`config.mk`:
```
export PLATFORM = sky130hd
export DESIGN_NAME = fpn_ctrl
export DESIGN_NICKNAME = d
export VERILOG_FILES = /design/src/fpn_pkg.sv /design/src/fpn_ctrl.sv
export SDC_FILE = /design/constraint.sdc
export NUM_CORES = 1
export LEC_CHECK = 0
export ABC_CLOCK_PERIOD_IN_PS = 4100
export BUFFER_PORTS_ARGS = -buffer_cell sky130_fd_sc_hd__clkbuf_2
export CAP_MARGIN = 30
export CORE_MARGIN = 3
export CORE_UTILIZATION = 60
export DETAILED_ROUTE_END_ITERATION = 8
export GPL_TIMING_DRIVEN = 0
export MAX_ROUTING_LAYER = met4
export PLACE_DENSITY = 0.83
export SKIP_LAST_GASP = 1
export SLEW_MARGIN = 20
export SYNTH_ARGS = -nofsm -noshare
export SYNTH_HDL_FRONTEND = slang
export SYNTH_SLANG_ARGS = --single-unit
```
`constraint.sdc`:
```
create_clock -name i_clk -period 4.1 [get_ports i_clk]
set_clock_uncertainty 0.05 [all_clocks]
set_input_delay 0 -clock i_clk [delete_from_list [all_inputs] [get_ports i_clk]]
set_output_delay 0 -clock i_clk [all_outputs]
set_load 0.005 [all_outputs]
```
`src/fpn_pkg.sv`:
```
// Shared types, constants and helper functions for the fractal Perlin noise block.
package fpn_pkg;

    localparam logic [45:0] AMP_ONE = 46'h0000_4000_0000;
    localparam logic [45:0] AMP_CAP = 46'h2000_0000_0000;

    localparam logic [4:0] SETUP_LAST = 5'd6;
    localparam logic [4:0] OCT_LAST   = 5'd22;

    typedef enum logic [2:0] {
        CFG_OCTAVE_COUNT,
        CFG_PERSISTENCE,
        CFG_SCALE,
        CFG_OFFSET_X,
        CFG_OFFSET_Y,
        CFG_OFFSET_Z
    } t_cfg_idx;

    typedef struct packed {
        logic        [15:0] persistence;
        logic        [31:0] scale;
        logic signed [31:0] offset_x;
        logic signed [31:0] offset_y;
        logic signed [31:0] offset_z;
    } t_cfg;

    typedef enum logic [1:0] {
        ST_IDLE,
        ST_SETUP,
        ST_OCTAVE,
        ST_FINISH
    } t_state;

    typedef enum logic [4:0] {
        M_NONE, M_XLO, M_XHI, M_YLO, M_YHI, M_ZLO, M_ZHI,
        M_TXX, M_TYY, M_TZZ, M_TX3, M_TY3, M_TZ3, M_FU, M_FV, M_FW,
        M_L0, M_L1, M_L2, M_L3, M_LY0, M_LY1, M_LZ,
        M_NLO, M_NHI, M_ALO, M_AHI
    } t_mul;

    typedef enum logic [4:0] {
        W_NONE, W_PX_SET, W_PX_ADD, W_PY_SET, W_PY_ADD, W_PZ_SET, W_PZ_ADD,
        W_TXX, W_TYY, W_TZZ, W_TX3, W_TY3, W_TZ3, W_FU, W_FV, W_FW,
        W_L0, W_L1, W_L2, W_L3, W_LY0, W_LY1, W_LZ,
        W_TLO, W_TERM, W_ALO, W_AMP
    } t_wb;

    typedef enum logic [2:0] {
        HS_NONE,
        HS_ROW,
        HS_PLANE,
        HS_CORNER,
        HS_GRAD
    } t_hash;

    typedef struct packed {
        logic  load;
        t_mul  mul;
        t_wb   wb;
        t_hash hash;
        logic  finish;
    } t_cmd;

    localparam logic [7:0] PERM_TABLE [256] = '{
        8'd131, 8'd13, 8'd201, 8'd95, 8'd96, 8'd53, 8'd194, 8'd233, 8'd7, 8'd225, 8'd140,
        8'd36, 8'd103, 8'd30, 8'd69, 8'd142, 8'd8, 8'd99, 8'd37, 8'd240, 8'd21, 8'd10,
        8'd23, 8'd160, 8'd190, 8'd6, 8'd148, 8'd247, 8'd120, 8'd234, 8'd75, 8'd0, 8'd26,
        8'd197, 8'd62, 8'd94, 8'd252, 8'd219, 8'd203, 8'd117, 8'd35, 8'd11, 8'd32, 8'd57,
        8'd177, 8'd33, 8'd137, 8'd88, 8'd237, 8'd149, 8'd56, 8'd87, 8'd174, 8'd20, 8'd125,
        8'd136, 8'd171, 8'd168, 8'd68, 8'd175, 8'd74, 8'd165, 8'd71, 8'd134, 8'd139, 8'd48,
        8'd27, 8'd166, 8'd91, 8'd77, 8'd146, 8'd158, 8'd231, 8'd83, 8'd111, 8'd229, 8'd122,
        8'd60, 8'd211, 8'd133, 8'd230, 8'd220, 8'd105, 8'd92, 8'd41, 8'd55, 8'd46, 8'd245,
        8'd40, 8'd244, 8'd90, 8'd102, 8'd143, 8'd54, 8'd65, 8'd25, 8'd63, 8'd161, 8'd1,
        8'd216, 8'd80, 8'd73, 8'd209, 8'd76, 8'd132, 8'd187, 8'd208, 8'd89, 8'd18, 8'd169,
        8'd200, 8'd196, 8'd15, 8'd135, 8'd130, 8'd116, 8'd188, 8'd159, 8'd86, 8'd164,
        8'd100, 8'd109, 8'd198, 8'd173, 8'd186, 8'd3, 8'd64, 8'd52, 8'd217, 8'd226, 8'd250,
        8'd124, 8'd123, 8'd151, 8'd5, 8'd202, 8'd38, 8'd147, 8'd118, 8'd126, 8'd255, 8'd82,
        8'd85, 8'd212, 8'd207, 8'd206, 8'd59, 8'd227, 8'd47, 8'd16, 8'd58, 8'd17, 8'd182,
        8'd189, 8'd28, 8'd42, 8'd223, 8'd183, 8'd170, 8'd213, 8'd119, 8'd248, 8'd152, 8'd2,
        8'd44, 8'd154, 8'd163, 8'd70, 8'd221, 8'd153, 8'd101, 8'd155, 8'd167, 8'd43, 8'd172,
        8'd9, 8'd129, 8'd22, 8'd39, 8'd253, 8'd19, 8'd98, 8'd108, 8'd110, 8'd79, 8'd113,
        8'd224, 8'd232, 8'd178, 8'd185, 8'd112, 8'd104, 8'd218, 8'd246, 8'd97, 8'd228,
        8'd251, 8'd34, 8'd242, 8'd193, 8'd238, 8'd210, 8'd144, 8'd12, 8'd191, 8'd179,
        8'd162, 8'd241, 8'd81, 8'd51, 8'd145, 8'd235, 8'd249, 8'd14, 8'd239, 8'd107, 8'd49,
        8'd192, 8'd214, 8'd31, 8'd181, 8'd199, 8'd106, 8'd157, 8'd184, 8'd84, 8'd204,
        8'd176, 8'd115, 8'd121, 8'd50, 8'd45, 8'd127, 8'd4, 8'd150, 8'd254, 8'd138, 8'd236,
        8'd205, 8'd93, 8'd222, 8'd114, 8'd67, 8'd29, 8'd24, 8'd72, 8'd243, 8'd141, 8'd128,
        8'd195, 8'd78, 8'd66, 8'd215, 8'd61, 8'd156, 8'd180
    };

    // The 512-entry permutation is the 256-entry one repeated, so index mod 256.
    function automatic logic [7:0] f_perm(input logic [7:0] idx);
        return PERM_TABLE[idx];
    endfunction

    function automatic logic signed [19:0] f_grad(input logic [3:0] h,
                                                  input logic signed [17:0] x,
                                                  input logic signed [17:0] y,
                                                  input logic signed [17:0] z);
        logic signed [17:0] u;
        logic signed [17:0] v;
        logic signed [19:0] su;
        logic signed [19:0] sv;
        u  = (h < 4'd8) ? x : y;
        v  = (h < 4'd4) ? y : ((h == 4'd12 || h == 4'd14) ? x : z);
        su = {{2{u[17]}}, u};
        sv = {{2{v[17]}}, v};
        if (h[0]) su = -su;
        if (h[1]) sv = -sv;
        return su + sv;
    endfunction

    // floor(s / 2^16) of the fade polynomial 6t^2 - 15t*2^16 + 10*2^32, never negative
    function automatic logic [19:0] f_s16(input logic [15:0] t, input logic [31:0] t2);
        logic signed [37:0] s;
        s = 38'sd6 * $signed({6'b0, t2})
            - ($signed({6'b0, 16'b0, t}) * 38'sd15 <<< 16)
            + (38'sd10 <<< 32);
        return s[35:16];
    endfunction

endpackage

```
`src/fpn_ctrl.sv`:
```
// Sequencer for the noise datapath: setup, per-octave schedule and finish.
module fpn_ctrl #(
    parameter int MAX_OCTAVES = 16
) (
    input  logic              i_clk,
    input  logic              i_rst_n,
    input  logic              i_start,
    input  logic [4:0]        i_octave_count,
    output logic              o_busy,
    output fpn_pkg::t_cmd     o_cmd
);
    import fpn_pkg::*;

    localparam int OCT_W = (MAX_OCTAVES > 1) ? $clog2(MAX_OCTAVES) : 1;

    t_state           r_state, n_state;
    logic [4:0]       r_step, n_step;
    logic [OCT_W-1:0] r_oct, n_oct;
    logic [5:0]       last_wide;
    logic [OCT_W-1:0] oct_last;

    always_comb begin
        if (i_octave_count == 5'd0) begin
            last_wide = 6'd0;
        end else if ({1'b0, i_octave_count} > 6'(MAX_OCTAVES)) begin
            last_wide = 6'(MAX_OCTAVES - 1);
        end else begin
            last_wide = {1'b0, i_octave_count} - 6'd1;
        end
        oct_last = last_wide[OCT_W-1:0];
    end

    always_ff @(posedge i_clk) begin
        if (!i_rst_n) begin
            r_state <= ST_IDLE;
            r_step  <= '0;
            r_oct   <= '0;
        end else begin
            r_state <= n_state;
            r_step  <= n_step;
            r_oct   <= n_oct;
        end
    end

    always_comb begin
        n_state = r_state;
        n_step  = r_step + 5'd1;
        n_oct   = r_oct;
        o_cmd   = '{load: 1'b0, mul: M_NONE, wb: W_NONE, hash: HS_NONE, finish: 1'b0};
        case (r_state)
            ST_IDLE: begin
                n_step = '0;
                if (i_start) begin
                    o_cmd.load = 1'b1;
                    n_state    = ST_SETUP;
                end
            end
            ST_SETUP: begin
                case (r_step)
                    5'd0: o_cmd.mul = M_XLO;
                    5'd1: begin o_cmd.mul = M_XHI; o_cmd.wb = W_PX_SET; end
                    5'd2: begin o_cmd.mul = M_YLO; o_cmd.wb = W_PX_ADD; end
                    5'd3: begin o_cmd.mul = M_YHI; o_cmd.wb = W_PY_SET; end
                    5'd4: begin o_cmd.mul = M_ZLO; o_cmd.wb = W_PY_ADD; end
                    5'd5: begin o_cmd.mul = M_ZHI; o_cmd.wb = W_PZ_SET; end
                    default: o_cmd.wb = W_PZ_ADD;
                endcase
                if (r_step == SETUP_LAST) begin
                    n_state = ST_OCTAVE;
                    n_step  = '0;
                    n_oct   = '0;
                end
            end
            ST_OCTAVE: begin
                case (r_step)
                    5'd0:  begin o_cmd.mul = M_TXX; o_cmd.hash = HS_ROW; end
                    5'd1:  begin o_cmd.mul = M_TYY; o_cmd.wb = W_TXX; o_cmd.hash = HS_PLANE; end
                    5'd2:  begin o_cmd.mul = M_TZZ; o_cmd.wb = W_TYY; o_cmd.hash = HS_CORNER; end
                    5'd3:  begin o_cmd.mul = M_TX3; o_cmd.wb = W_TZZ; o_cmd.hash = HS_GRAD; end
                    5'd4:  begin o_cmd.mul = M_TY3; o_cmd.wb = W_TX3; end
                    5'd5:  begin o_cmd.mul = M_TZ3; o_cmd.wb = W_TY3; end
                    5'd6:  begin o_cmd.mul = M_FU;  o_cmd.wb = W_TZ3; end
                    5'd7:  begin o_cmd.mul = M_FV;  o_cmd.wb = W_FU; end
                    5'd8:  begin o_cmd.mul = M_FW;  o_cmd.wb = W_FV; end
                    5'd9:  begin o_cmd.mul = M_L0;  o_cmd.wb = W_FW; end
                    5'd10: begin o_cmd.mul = M_L1;  o_cmd.wb = W_L0; end
                    5'd11: begin o_cmd.mul = M_L2;  o_cmd.wb = W_L1; end
                    5'd12: begin o_cmd.mul = M_L3;  o_cmd.wb = W_L2; end
                    5'd13: begin o_cmd.mul = M_LY0; o_cmd.wb = W_L3; end
                    5'd14: begin o_cmd.mul = M_LY1; o_cmd.wb = W_LY0; end
                    5'd15: o_cmd.wb = W_LY1;
                    5'd16: o_cmd.mul = M_LZ;
                    5'd17: o_cmd.wb = W_LZ;
                    5'd18: o_cmd.mul = M_NLO;
                    5'd19: begin o_cmd.mul = M_NHI; o_cmd.wb = W_TLO; end
                    5'd20: begin o_cmd.mul = M_ALO; o_cmd.wb = W_TERM; end
                    5'd21: begin o_cmd.mul = M_AHI; o_cmd.wb = W_ALO; end
                    default: o_cmd.wb = W_AMP;
                endcase
                if (r_step == OCT_LAST) begin
                    n_step = '0;
                    if (r_oct == oct_last) begin
                        n_state = ST_FINISH;
                    end else begin
                        n_oct = r_oct + 1'b1;
                    end
                end
            end
            ST_FINISH: begin
                o_cmd.finish = 1'b1;
                n_state      = ST_IDLE;
                n_step       = '0;
            end
            default: begin
                n_state = ST_IDLE;
                n_step  = '0;
            end
        endcase
    end

    assign o_busy = (r_state != ST_IDLE);

endmodule

```
==> metrics.md <==
| Metric | Value |
|---|---|
| Clock transition at the registers of the reported paths | 80 ps |
| CP arrival | roughly 2700 ps |
| Worst skew pair latency | approximately 280 ps |
| Via density | between 6 and 7 |
| Fmax | about 360 MHz |
| Max Cap Viol | 0 |
| Synth top area share | 13.83% |
| Mapped Nets | ~250 |
| Met2 Use GR | 40.16% |
| H-Tree Level Count | 1 |
| Largest net degree at the start of global routing | 11 |
| Top cells by area, synth | dfxtp_1 14%, ha_1 9.4%, o21ai_0 5.3% |
| Post-synth EDFFs | 0 |
| # resized after CTS | 0 |
| CTS tree | built |
| Maximum VDD drop | between 0.0002 and 0.0003 V |
| Gr usage total | between 20% and 30% |
| Final ANT Viol Nets | 0 |
| 1st-pass router iterations | 5 |
| Die area | 0.003309 mm² |
| Ratio of cells with drive above 1 in the final layout | 16.73% |
| Crit path required time | 4050 ps |
| Synth Flop Type | dfxtp_1 |
| Global route total overflow | 0 |
| I/O pins | 24 |
| Total negative slack | 0 ps |
| Commonest non-fill, non-tap cell in the layout | clkbuf_2 |
| Core area | 0.002500 mm² |
| CP max FO | 10 |
| Synth cell types | 57 |
| CP Buf/Inv Count | 3 |
| Routed WL | about 4100 µm |
| Final HPWL DP | around 3100 µm |
| CP delay by family, top | compound AO/OA/AOI/OAI gates |
| Power Total | ~0.62 mW |
| XOR/XNOR share of the synthesized area | 1.650% |
| DR iter-0 viols | 95 |
| Status | finished, final reports clean |
| Synth Register Bits | 11 |
| Kind of critical path | reg -> out |
| Die Ht | roughly 58 µm |
| Starting Density | a little under two thirds |
| Largest family of logic cells by synthesized area | compound AO/OA/AOI/OAI gates |
| Post-Synth Simple-Gate Area | around 31% |
| Count of pins over their slew limit | 0 |
| Post-layout min period | about 2800 ps |
| Fin crit share | between 60% and 70% |
| Pwr Density | 352.2 mW/mm² |
| Mean Syn Cell Area | roughly 7.1 µm² |
| Via count | roughly 1800 |
| Synth warn | 0 |
| Clock sinks | 11 |
| Nets | 272 |
| Post-synth top area cell | dfxtp_1 |
| Post-CTS setup buffer count | 0 |
| Hold Buf Count CTS | 0 |
| CP Capture Type | primary output |
| Worst rel slew slack | roughly 65% |
| Area growth syn-to-layout | 11.00% |
| Core Rows | 18 |
| Slowest CP cell | nor3_1 |
| Syn Inst Count | ~230 |
| Antenna violations before repair | 0 |
| Mapped cell area | approximately 0.0016 mm² |
| CP Launch Type | flip-flop |
| CTS root buf | clkbuf_4 |
| Compound-Gate Fraction of Synth Area | around 36% |
| Worst Tran Pin Value | 527.6 ps |
| Hold Crit Class | in -> reg |
| FFs w/ async S/R, synth | 0% |
| Diodes inserted | 0 |
| Clock Path Buffers | 2 |
| RSZ-0062 raised after global routing | false |
| Most frequent CP cell | nor3_1 |
| Final setup viols | 0 |
| Gpl congestion | about 1.0 |
| WL/cell | roughly 15 µm |
| Worst stage delay on the critical path | between 400 and 500 ps |
| GR Util met1 | between 30% and 40% |
| Most frequent cells in the layout | 22 x clkbuf_2, 21 x nor2_1, 19 x nand2_1, 17 x o21ai_0 |
| Vias in the first global route | around 1500 |
| M3 GR Usage | ~3.2% |
| PortBufs | 22 |
| Worst-path cell chain | inv_1, ha_1, clkbuf_1, nor3_1, nor3_1, a31oi_1, o2111a_1, o21ai_0, a21boi_0, clkbuf_2 |
| First-pass GRT wire length | 6837 µm |
| CTS buffer count | 3 |
| DRC | 0 |
| Post-synthesis mux area share | 0% |
| Leak Pwr | between 0.7 and 0.8 nW |
| Synth Area in Adders | a little over a tenth |
| Die X | about 58 µm |
| Final number of hold-violating endpoints | 0 |
| GRT busiest layer | met2 |
| Sequential area share after synthesis | approximately 14% |
-- routing by layer --
layer  wire length, µm  vias to the layer above  part of all wire, %
met4                36                        0                 0.88
met5                 0                        -                    0
met2              1835                       94                   45
met1              1883                      805                   46
li1                  -                      890                    -
met3               353                        9                  8.6
-- kinds of logic (layout without fill, tap and decap cells) --
| group | count (synthesis) | in the layout |
|---|---|---|
| AO/OA/AOI/OAI | 76 | 76 |
| XOR/XNOR | 3 | 3 |
| adder cells (fa/ha/maj) | 14 | 14 |
| buffers and inverters | 28 | 54 |
| flip-flops | 11 | 11 |
| AND/OR/NAND/NOR | 93 | 93 |
-- synth_stat cells (all sizes together), types with 3 or more instances --
master,number
nor2b,4
a211oi,3
and2,4
and3,5
o21ai,17
o22ai,3
o2bb2ai,3
a21oi,14
nand2,19
a31oi,4
o211ai,5
nor3,11
ha,12
o2111a,3
dfxtp,11
nand3b,3
nand3,10
inv,14
nand2b,4
clkbuf,13
nor2,21
-- path summary, 6_finish.rpt --
path | from | end | slack (ps) | depth (start not counted)
max | r_step[0] | o_cmd[5] | 1310 | 10
min | i_rst_n | r_oct[0] | 50 | 3
max reg2reg | r_step[0] | r_oct[2] | 1950 | 9
min reg2reg | r_step[0] | r_step[0] | 480 | 1
-- final cells by class --
cell class / count / area (µm²)
clock inverter: 1 / 5.005
inverter: 15 / 56.30
timing repair buffer: 22 / 110.1
buffer: 13 / 58.81
tap: 30 / 37.54
fill: 240 / 732.0
sequential: 11 / 220.2
multi-input combinational: 186 / 1257
clock buffer: 3 / 22.52
-- worst min-delay path: cells and delay by family --
kind,cells,cell delay (ps)
and+or+nand+nor,1,120
buffers and inverters,1,130
AOI/OAI and AO/OA,1,80
-- power breakdown --
group / internal (mW) / leakage [nW] / total [mW] / switching, mW
Combinational: 0.160 / 0.600 / 0.408 / 0.248
Sequential: 0.121 / 0.0891 / 0.134 / 0.0134
Clock: 0.0362 / 0.0177 / 0.0801 / 0.0439
Total: 0.317 / 0.707 / 0.623 / 0.305
-- metrics by stage --
stage | hold slack (ps) | instance area [µm²] | worst slack [ps] | std cells | utilization [%]
finish | 53.23 | 1768 | 1311 | 281 | 70.72
detailed placement | 240.0 | 1740 | 1671 | 277 | 69.62
global route | 91.07 | 1768 | 1053 | 281 | 70.72
CTS | 56.86 | 1768 | 1367 | 281 | 70.72
global placement | 237.9 | 1740 | 1691 | 277 | 69.62
floorplan | 65.88 | 1593 | 2111 | 225 | -
-- sequential cells by signal, indices dropped and copies added (netlist names) --
signal   flops
r_step       5
r_oct        4
r_state      2
Power figures use the tool's default switching activity.
